[src/hdl/mi_pkg.sv]
package mi_pkg;

  localparam int WIDTH = 32;
  // signed coefficient width: |t| never exceeds the modulus
  localparam int TW = WIDTH + 1;
  localparam int CNT_W = $clog2(WIDTH + 1);

  typedef enum logic [3:0] {
    ST_IDLE,
    ST_RED,
    ST_RED_WAIT,
    ST_CHECK,
    ST_DIV_WAIT,
    ST_MUL,
    ST_UPD,
    ST_FINAL
  } state_t;

  typedef struct packed {
    logic load;       // capture operand and modulus
    logic div_start;  // launch divider
    logic div_loop;   // divider operands: 1 = r0 / r1, 0 = value / modulus
    logic init;       // seed remainders and coefficients after reduction
    logic mul;        // register quotient times t1
    logic upd;        // advance one euclid step
    logic out_load;   // write result register
  } cmd_t;

  typedef struct packed {
    logic div_done;
    logic r1_zero;
    logic m_zero;
  } status_t;

endpackage

[src/hdl/mi_div.sv]
module mi_div (
  input  logic                     clk,
  input  logic                     rst_n,
  input  logic                     start,
  input  logic [mi_pkg::WIDTH-1:0] dividend,
  input  logic [mi_pkg::WIDTH-1:0] divisor,
  output logic                     done,
  output logic [mi_pkg::WIDTH-1:0] quot,
  output logic [mi_pkg::WIDTH-1:0] rem
);

  logic [mi_pkg::WIDTH-1:0] quot_r, quot_nxt;
  logic [mi_pkg::WIDTH-1:0] rem_r, rem_nxt;
  logic [mi_pkg::WIDTH-1:0] dsr_r, dsr_nxt;
  logic [mi_pkg::CNT_W-1:0] cnt_r, cnt_nxt;
  logic                     busy_r, busy_nxt;
  logic                     done_r, done_nxt;
  logic [mi_pkg::WIDTH:0]   rem_sh;
  logic [mi_pkg::WIDTH:0]   rem_diff;
  logic                     fits;

  // restoring division, one quotient bit per cycle
  assign rem_sh   = {rem_r, quot_r[mi_pkg::WIDTH-1]};
  assign fits     = rem_sh >= {1'b0, dsr_r};
  assign rem_diff = rem_sh - {1'b0, dsr_r};

  always_comb begin
    quot_nxt = quot_r;
    rem_nxt  = rem_r;
    dsr_nxt  = dsr_r;
    cnt_nxt  = cnt_r;
    busy_nxt = busy_r;
    done_nxt = 1'b0;
    if (start) begin
      quot_nxt = dividend;
      rem_nxt  = '0;
      dsr_nxt  = divisor;
      cnt_nxt  = mi_pkg::CNT_W'(mi_pkg::WIDTH);
      busy_nxt = 1'b1;
    end else if (busy_r) begin
      quot_nxt = {quot_r[mi_pkg::WIDTH-2:0], fits};
      rem_nxt  = fits ? rem_diff[mi_pkg::WIDTH-1:0] : rem_sh[mi_pkg::WIDTH-1:0];
      cnt_nxt  = cnt_r - 1'b1;
      if (cnt_r == mi_pkg::CNT_W'(1)) begin
        busy_nxt = 1'b0;
        done_nxt = 1'b1;
      end
    end
  end

  always_ff @(posedge clk) begin
    if (!rst_n) begin
      busy_r <= 1'b0;
      done_r <= 1'b0;
      cnt_r  <= '0;
    end else begin
      busy_r <= busy_nxt;
      done_r <= done_nxt;
      cnt_r  <= cnt_nxt;
    end
  end

  always_ff @(posedge clk) begin
    quot_r <= quot_nxt;
    rem_r  <= rem_nxt;
    dsr_r  <= dsr_nxt;
  end

  assign done = done_r;
  assign quot = quot_r;
  assign rem  = rem_r;

endmodule

[src/hdl/mi_dp.sv]
module mi_dp (
  input  logic                     clk,
  input  logic                     rst_n,
  input  logic                     cfg_we,
  input  logic [mi_pkg::WIDTH-1:0] cfg_data,
  input  logic [mi_pkg::WIDTH-1:0] in_value,
  input  mi_pkg::cmd_t             cmd,
  output mi_pkg::status_t          status,
  output logic [mi_pkg::WIDTH-1:0] out_inverse,
  output logic                     out_no_inverse
);

  localparam int W  = mi_pkg::WIDTH;
  localparam int TW = mi_pkg::TW;

  logic [W-1:0]    mod_r;
  logic [W-1:0]    a_r, m_r, r0_r, r1_r;
  logic [TW-1:0]   t0_r, t1_r, prod_r;
  logic [W-1:0]    inv_r;
  logic            noinv_r;
  logic [W-1:0]    div_dvd, div_dsr, div_quot, div_rem;
  logic            div_done;
  logic [TW-1:0]   prod_full;
  logic [TW-1:0]   q_ext;
  logic [TW-1:0]   inv_fix;
  logic            ok;

  assign div_dvd = cmd.div_loop ? r0_r : a_r;
  assign div_dsr = cmd.div_loop ? r1_r : m_r;

  mi_div u_div (
    .clk      (clk),
    .rst_n    (rst_n),
    .start    (cmd.div_start),
    .dividend (div_dvd),
    .divisor  (div_dsr),
    .done     (div_done),
    .quot     (div_quot),
    .rem      (div_rem)
  );

  // low TW bits of the product are exact in two's complement
  assign q_ext     = {1'b0, div_quot};
  assign prod_full = q_ext * t1_r;

  // at gcd 1 the final coefficient lies within half the modulus, so one fold suffices
  assign inv_fix = t0_r[TW-1] ? (t0_r + {1'b0, m_r}) : t0_r;
  assign ok      = (r0_r == W'(1));

  always_ff @(posedge clk) begin
    if (!rst_n) begin
      mod_r <= W'(1);
    end else if (cfg_we) begin
      mod_r <= cfg_data;
    end
  end

  always_ff @(posedge clk) begin
    if (cmd.load) begin
      a_r  <= in_value;
      m_r  <= mod_r;
      r0_r <= mod_r;
    end
    if (cmd.init) begin
      r0_r <= m_r;
      r1_r <= div_rem;
      t0_r <= '0;
      t1_r <= TW'(1);
    end
    if (cmd.mul) begin
      prod_r <= prod_full;
    end
    if (cmd.upd) begin
      r0_r <= r1_r;
      r1_r <= div_rem;
      t0_r <= t1_r;
      t1_r <= t0_r - prod_r;
    end
    if (cmd.out_load) begin
      inv_r   <= ok ? inv_fix[W-1:0] : '0;
      noinv_r <= !ok;
    end
  end

  assign status.div_done = div_done;
  assign status.r1_zero  = (r1_r == '0);
  assign status.m_zero   = (m_r == '0);

  assign out_inverse    = inv_r;
  assign out_no_inverse = noinv_r;

endmodule

[src/hdl/mi_ctrl.sv]
module mi_ctrl (
  input  logic            clk,
  input  logic            rst_n,
  input  logic            in_valid,
  output logic            in_ready,
  output logic            out_valid,
  input  logic            out_ready,
  input  mi_pkg::status_t status,
  output mi_pkg::cmd_t    cmd
);

  mi_pkg::state_t state_r, state_nxt;
  logic           out_valid_r, out_valid_nxt;

  always_ff @(posedge clk) begin
    if (!rst_n) begin
      state_r     <= mi_pkg::ST_IDLE;
      out_valid_r <= 1'b0;
    end else begin
      state_r     <= state_nxt;
      out_valid_r <= out_valid_nxt;
    end
  end

  always_comb begin
    state_nxt = state_r;
    cmd       = '0;
    in_ready  = 1'b0;
    case (state_r)
      mi_pkg::ST_IDLE: begin
        in_ready = 1'b1;
        if (in_valid) begin
          cmd.load  = 1'b1;
          state_nxt = mi_pkg::ST_RED;
        end
      end
      mi_pkg::ST_RED: begin
        if (status.m_zero) begin
          state_nxt = mi_pkg::ST_FINAL;
        end else begin
          cmd.div_start = 1'b1;
          state_nxt     = mi_pkg::ST_RED_WAIT;
        end
      end
      mi_pkg::ST_RED_WAIT: begin
        if (status.div_done) begin
          cmd.init  = 1'b1;
          state_nxt = mi_pkg::ST_CHECK;
        end
      end
      mi_pkg::ST_CHECK: begin
        if (status.r1_zero) begin
          state_nxt = mi_pkg::ST_FINAL;
        end else begin
          cmd.div_start = 1'b1;
          cmd.div_loop  = 1'b1;
          state_nxt     = mi_pkg::ST_DIV_WAIT;
        end
      end
      mi_pkg::ST_DIV_WAIT: begin
        if (status.div_done) begin
          state_nxt = mi_pkg::ST_MUL;
        end
      end
      mi_pkg::ST_MUL: begin
        cmd.mul   = 1'b1;
        state_nxt = mi_pkg::ST_UPD;
      end
      mi_pkg::ST_UPD: begin
        cmd.upd   = 1'b1;
        state_nxt = mi_pkg::ST_CHECK;
      end
      mi_pkg::ST_FINAL: begin
        // wait for the result slot to free up
        if (!out_valid_r || out_ready) begin
          cmd.out_load = 1'b1;
          state_nxt    = mi_pkg::ST_IDLE;
        end
      end
      default: begin
        state_nxt = mi_pkg::ST_IDLE;
      end
    endcase
  end

  always_comb begin
    if (cmd.out_load) begin
      out_valid_nxt = 1'b1;
    end else if (out_ready) begin
      out_valid_nxt = 1'b0;
    end else begin
      out_valid_nxt = out_valid_r;
    end
  end

  assign out_valid = out_valid_r;

`ifndef ASSERT_OFF
  a_one_at_a_time: assert property (@(posedge clk) disable iff (!rst_n)
    (in_valid && in_ready) |=> !in_ready)
    else $error("input beat taken while busy");

  a_no_overwrite: assert property (@(posedge clk) disable iff (!rst_n)
    cmd.out_load |-> (!out_valid_r || out_ready))
    else $error("result overwritten before taken");

  a_done_expected: assert property (@(posedge clk) disable iff (!rst_n)
    status.div_done |-> (state_r == mi_pkg::ST_RED_WAIT || state_r == mi_pkg::ST_DIV_WAIT))
    else $error("divider done outside a wait state");

  a_load_to_valid: assert property (@(posedge clk) disable iff (!rst_n)
    cmd.out_load |=> out_valid_r)
    else $error("result load lost");
`endif

endmodule

[src/hdl/modular_inverse.sv]
// channel  direction  signals                            beat when
// in       input      in_valid in_ready in_value         in_valid && in_ready
// out      output     out_valid out_ready out_inverse    out_valid && out_ready
//                     out_no_inverse
// cfg      input      cfg_we cfg_data                    cfg_we
//
// one item at a time: a reduction, then euclid steps, each a bit-serial division,
// then quotient times coefficient, then update, with entry and exit states around them.
// rst_n is synchronous; it empties the block and sets the modulus to 1.
// a waiting result holds the next result in the final state until it is taken;
// a new input beat is taken as soon as that result is loaded.
module modular_inverse (
  input  logic                     clk,
  input  logic                     rst_n,
  input  logic                     in_valid,
  output logic                     in_ready,
  input  logic [mi_pkg::WIDTH-1:0] in_value,
  output logic                     out_valid,
  input  logic                     out_ready,
  output logic [mi_pkg::WIDTH-1:0] out_inverse,
  output logic                     out_no_inverse,
  input  logic                     cfg_we,
  input  logic [mi_pkg::WIDTH-1:0] cfg_data
);

  mi_pkg::cmd_t    cmd;
  mi_pkg::status_t status;

  mi_ctrl u_ctrl (
    .clk       (clk),
    .rst_n     (rst_n),
    .in_valid  (in_valid),
    .in_ready  (in_ready),
    .out_valid (out_valid),
    .out_ready (out_ready),
    .status    (status),
    .cmd       (cmd)
  );

  mi_dp u_dp (
    .clk            (clk),
    .rst_n          (rst_n),
    .cfg_we         (cfg_we),
    .cfg_data       (cfg_data),
    .in_value       (in_value),
    .cmd            (cmd),
    .status         (status),
    .out_inverse    (out_inverse),
    .out_no_inverse (out_no_inverse)
  );

endmodule

[config.mk]
export PLATFORM = sky130hd
export DESIGN_NAME = modular_inverse
export DESIGN_NICKNAME = d
export VERILOG_FILES = /design/src/hdl/mi_pkg.sv /design/src/hdl/mi_div.sv /design/src/hdl/mi_dp.sv /design/src/hdl/mi_ctrl.sv /design/src/hdl/modular_inverse.sv
export SDC_FILE = /design/constraint.sdc
export NUM_CORES = 2
export LEC_CHECK = 0
export BUFFER_PORTS_ARGS = -buffer_cell sky130_fd_sc_hd__buf_4
export CAP_MARGIN = 20
export CORE_UTILIZATION = 55
export DETAILED_ROUTE_END_ITERATION = 8
export PLACE_DENSITY = 0.7
export SYNTH_ARGS = -nofsm -noshare
export SYNTH_HDL_FRONTEND = slang
export SYNTH_HIERARCHICAL = 1
export SYNTH_SLANG_ARGS = --single-unit
[constraint.sdc]
create_clock -name clk -period 15.9 [get_ports clk]
set_input_delay 1.59 -clock clk [delete_from_list [all_inputs] [get_ports clk]]
set_output_delay 1.59 -clock clk [all_outputs]
set_load 0.03 [all_outputs]
### Yosys cells after proc, flatten, opt, wreduce, memory -nomap -nowiden

Cells that the tools add are included.
Widths: inputs -> output; s select.

* reductions and logical operators: 13
* magnitude comparators: 1
* $add $sub $neg: 4
* $mul: 1
* bitwise operators: 2
* mux-type cells: 43
* equality and inequality tests: 13

Operator list (count)
* $mux 32: 11
* $mux 33: 4
* $logic_not 32->1: 2
* $ge 33x32->1: 1
* $mul 32x33->33: 1
* $sub 33x33->33: 1
* $add 32x32->32: 1
* $eq 32x1->1 const B: 1
* $pmux 4 s8: 1
* $sub 32x32->32: 1
* $mux 1: 17
* $eq 4x3->1 const B: 4
* $mux 4: 4
* $mux 6: 2
* $eq 4x2->1 const B: 2
* $eq 6x1->1 const B: 1
* $ne 2x1->1 const B: 3
* $reduce_bool 2->1: 3
* $sub 6x1->6 const B: 1
* $eq 4x1->1 const B: 1
* $logic_not 4->1: 1
* $mux 2: 2
* $reduce_and 4->1: 1
* $mux 3: 1
* 8 further kinds: 10

* register bits after elaboration: 401
* logic and storage cells: 96

### Logic depth before layout (Yosys ltp)

* depth after elaboration: 5
* gate-level depth with buffers: 28
* mapped depth without buffers: 26

### Hierarchy

Netlist, hierarchy kept.

By module, submodules not included
* mi_dp: area each 31386.4 um2, cells each 3050, times used 1, sequential area each 8448.1 um2
* mi_div: area each 5914.4 um2, cells each 582, times used 1, sequential area each 2722.6 um2
* mi_ctrl: area each 292.8 um2, cells each 36, times used 1, sequential area each 80.1 um2

### Worst setup path after synthesis

OpenSTA, ideal clock, no wires.

* path type: register to register
* start: register u_dp.u_div.quot_r (netlist bit u_dp/u_div/quot[3])
* end: register u_dp.prod_r[31] (data pin)
* slack: 8.892 ns
* arrival: 6.749 ns
* required time: 15.640 ns
* period minus slack after synthesis: 7.008 ns
* path buffers: 2
* setup time: 0.260 ns
* cell stages (with the launch flop): 27
* cell sequence: edfxtp_1 > clkbuf_1 > clkbuf_1 > nand2_1 > fa_1 > fa_1 > fa_1 > fa_1 > inv_1 > fa_1 > inv_1 > fa_1 > inv_1 > fa_1 > inv_1 > fa_1 > inv_1 > ha_1 > o21a_1 > o21a_1 > o21bai_1 > a31oi_1 > nand3_1 > a41oi_1 > a2111o_1 > o31ai_2 > xnor2_1

* longest elaborated chain between the ends: 1

RTL lines
* start: declaration: RTL line mi_div.sv:12 `logic [mi_pkg::WIDTH-1:0] quot_r, quot_nxt;`
* start signal: assignment: RTL line mi_div.sv:64 `quot_r <= quot_nxt;`
* $mul 32x33->33: RTL line mi_dp.sv:44 `assign prod_full = q_ext * t1_r;`
* via u_dp.prod_full[31]: RTL line mi_dp.sv:23 `logic [TW-1:0] prod_full;`
* end signal: assignment: RTL line mi_dp.sv:71 `prod_r <= prod_full;`
* end: declaration: RTL line mi_dp.sv:18 `logic [TW-1:0] t0_r, t1_r, prod_r;`

The timed path passes the listed nets, and every way through them passes these cells.
A chain may end at the register's enable or synchronous reset.

### Final worst setup path

* start: register u_dp.t1_r[10]
* end: register u_dp.prod_r[31] (data pin)

* longest elaborated chain between the ends: 1

RTL lines
* start: declaration: RTL line mi_dp.sv:18
* start signal: assignment: RTL line mi_dp.sv:77 `t1_r <= t0_r - prod_r;`
* $mul 32x33->33: RTL line mi_dp.sv:44
* via u_dp.prod_full[31]: RTL line mi_dp.sv:23

The timed path passes the listed nets, and every way through them passes these cells.

==> metrics.md <==
| Metric | Value |
|---|---|
| Yosys top cell by area | `edfxtp_1` |
| Asr flop ratio synth | `0%` |
| Hold Crit Start | `u_dp/mod_r[29]` |
| Die X | `263 µm` |
| # IOs | `104` |
| Vias in the first global route | `26,300` |
| Part of the Yosys area used for sequential elements | `29.9%` |
| Routed WL | `99,900 µm` |
| Initial core utilization | `55.8%` |
| Max cap viols | `0` |
| Cells after synthesis | `3,668` |
| Critical-path maximum fanout | `24` |
| Hold Crit Endpoint | `u_dp/m_r[29]` |
| Most frequent cells in the layout | `534 x inv_1, 441 x fa_1, 385 x nand2_1` |
| Global-route wire length before repair | `156,000 µm` |
| Setup TNS Final | `0 ns` |
| Synth warn | `6` |
| Vias/cell | `5.74` |
| Via Count | `26,300` |
| Critical path class | `reg -> reg` |
| Initial DRC Count | `2,450` |
| Post-synth EDFFs | `324` |
| Routed Antenna Nets | `0` |
| Most common cell after layout, fill and taps aside | `inv_1` |
| Worst r2r path cells | `25` |
| CTS tree | `done` |
| Final setup fails | `0` |
| Max Buffers Root-to-Sink | `3` |
| CTS resizes | `0` |
| Fin. max-slew vios | `0` |
| Area contributors post-synth | `edfxtp_1 26%, fa_1 23%, ha_1 7.4%, and2_1 5.3%, inv_1 5.3%` |
| Synth Area per Inst | `10.2 µm²` |
| Die Height | `263 µm` |
| Global placer's final weighted congestion | `0.924` |
| Hold Path Cell Cnt | `0` |
| Post-layout nets | `4,403` |
| Top cell type's share of synthesized area | `25.9%` |
| R2r setup slk | `8.18 ns` |
| Total grt overflow | `0` |
| Worst min-delay path class | `reg -> reg` |
| Clock Tree Root | `clkbuf_16` |
| Final period utilization | `48.5%` |
| Cell Area, Synth | `0.0376 mm²` |
| CTS buffer count | `45` |
| Initial antenna violation count | `7` |
| Worst skew pair latency | `0.60 ns` |
| Final hold vios | `0` |
| Total global-route track usage | `29.4%` |
| # DRC | `0` |
| Hpwl dp | `77,100 µm` |
| TritonRoute pass-1 iters | `5` |
| Netlist cell types | `95` |
| CTS sink cnt | `400` |
| # diodes | `0` |
| Syn_nets | `4,399` |
| Reg2reg start | `u_dp/t1_r[10]` |
| Outcome | `completed` |
| Critical Path End Type | `register` |
| Crit path DAT | `8.06 ns` |
| Largest net degree at the start of global routing | `69` |
| Die area | `0.0694 mm²` |
| Core footprint | `0.0674 mm²` |
| Area grow syn2layout | `7.80%` |
| Routed length per instance | `21.8 µm` |
| Slew @ Worst Pin | `1.21 ns` |
| Clock-pin transition on the worst setup and hold timing paths | `0.06 ns` |
| Final Critical Period | `7.72 ns` |
| Clock skew | `0.0382 ns` |
| Rows | `95` |
| H-tree Lvls | `2` |
| Share of cells above drive strength 1 | `9.52%` |
| Relative slew slack | `19.4%` |
| Worst R2R End | `u_dp/prod_r[31]` |
| RSZ-0062 raised after global routing | `false` |
| Max Freq | `0.130 GHz` |
| Critical path startpoint category | `register` |
| IO Port Bufs | `103` |
| Worst path required time | `16.24 ns` |
| Setup Fix Bufs, Post-CTS | `0` |
| Flops & latches, synth | `400` |
| Top FF cell, synth | `edfxtp_1` |
| CTS Hold Buffers Added | `0` |
==> layout make-up <==
class	instances	area, µm²
Clock buffer	50	1180
Fill cell	5696	26900
Inverter	535	2010
Multi-Input combinational cell	2558	23700
Timing Repair Buffer	132	1010
Clock inverter	33	325
Sequential cell	400	11300
Tap cell	873	1090
==> kinds of logic (layout without fill, tap and decap cells) <==
kind of cell             Yosys count  after routing  synth area share, %
multiplexers                     197            197                 5.57
adder cells (fa/ha/maj)          662            662                 30.8
AO/OA/AOI/OAI                    462            462                 8.35
buffers and inverters            710            750                 7.22
flip-flops                       400            400                 29.9
AND/OR/NAND/NOR                 1074           1074                 14.3
XOR/XNOR                         163            163                 3.80
==> synthesized netlist by cell type (all sizes together), types with 5 or more instances <==
cell type / count
nor2b: 41
edfxtp: 324
mux2i: 100
o31ai: 13
nor3: 29
and3: 15
o21ba: 5
a211o: 6
and2: 321
o211ai: 15
nand2b: 18
clkbuf: 148
a311oi: 6
dfxtp: 76
a31oi: 15
nor2: 158
nor4: 28
or2: 10
a21o: 58
mux2: 97
nor3b: 9
o21ai: 97
a211oi: 39
fa: 441
ha: 221
a21oi: 121
xnor2: 106
nand2: 385
o22ai: 7
o21a: 22
o21bai: 23
nand3: 23
xor2: 57
nand4: 21
inv: 535
buf: 27
==> state kept, by name, indices dropped and copies added, names as in the netlist, 3 cells and up <==
name              flops
u_dp/prod_r          33
u_dp/t0_r            33
u_dp/t1_r            33
u_dp/a_r             32
u_dp/m_r             32
u_dp/mod_r           32
u_dp/out_inverse     32
u_dp/r0_r            32
u_dp/r1_r            32
u_dp/u_div/dsr_r     32
u_dp/u_div/quot      32
u_dp/u_div/rem       32
u_dp/u_div/cnt_r      6
u_ctrl/state_r        3
==> critical path: stages, from the launching register on <==
cell and delay, ns:
edfxtp_1 1.00, and2_1 0.25, fa_1 0.44, fa_1 0.43
fa_1 0.56, inv_1 0.05, fa_1 0.49, inv_1 0.06
fa_1 0.50, inv_1 0.05, fa_1 0.53, inv_1 0.06
fa_1 0.48, inv_1 0.05, fa_1 0.48, inv_1 0.05
ha_1 0.32, o21a_1 0.20, o21a_1 0.18, o21bai_1 0.22
a31oi_1 0.12, nand3_1 0.10, a41oi_1 0.06, a2111o_1 0.46
o31ai_2 0.23, xnor2_1 0.09
==> metal layers <==
| metal | vias up | share of wire (%) | GRT usage [%] |
|---|---|---|---|
| li1 | 12000 | - | - |
| met1 | 13300 | 46 | 43.9 |
| met2 | 887 | 45 | 45.8 |
| met3 | 117 | 6.9 | 3.88 |
| met4 | 0 | 1.8 | 5.96 |
| met5 | - | 0 | 0 |
==> through the flow <==
stage	area, µm²	hold slack (ns)	util (%)	std cells	worst slack [ns]
after CTS	40500	0.435	60.1	4581	8.26
after detailed placement	39000	0.440	57.9	4498	8.29
after global routing	40500	0.449	60.1	4581	7.86
final	40500	0.434	60.1	4581	8.18
after floorplan	37600	0.423	-	3668	8.89
after global placement	39000	0.440	57.9	4497	8.10
==> worst max-delay path by stage <==
stage	from	end	cells past startpoint
final	u_dp/t1_r[10]	u_dp/prod_r[31]	25
after global routing	u_dp/u_div/quot[6]	u_dp/prod_r[31]	25
after CTS	u_dp/t1_r[10]	u_dp/prod_r[31]	25
after detailed placement	u_dp/t1_r[10]	u_dp/prod_r[31]	25
after global placement	u_dp/t1_r[6]	u_dp/prod_r[31]	26
after floorplan	u_dp/u_div/quot[3]	u_dp/prod_r[31]	26
Power is not shown: default switching activity piles up to over one toggle a cycle in this logic, so the estimate is an artifact.
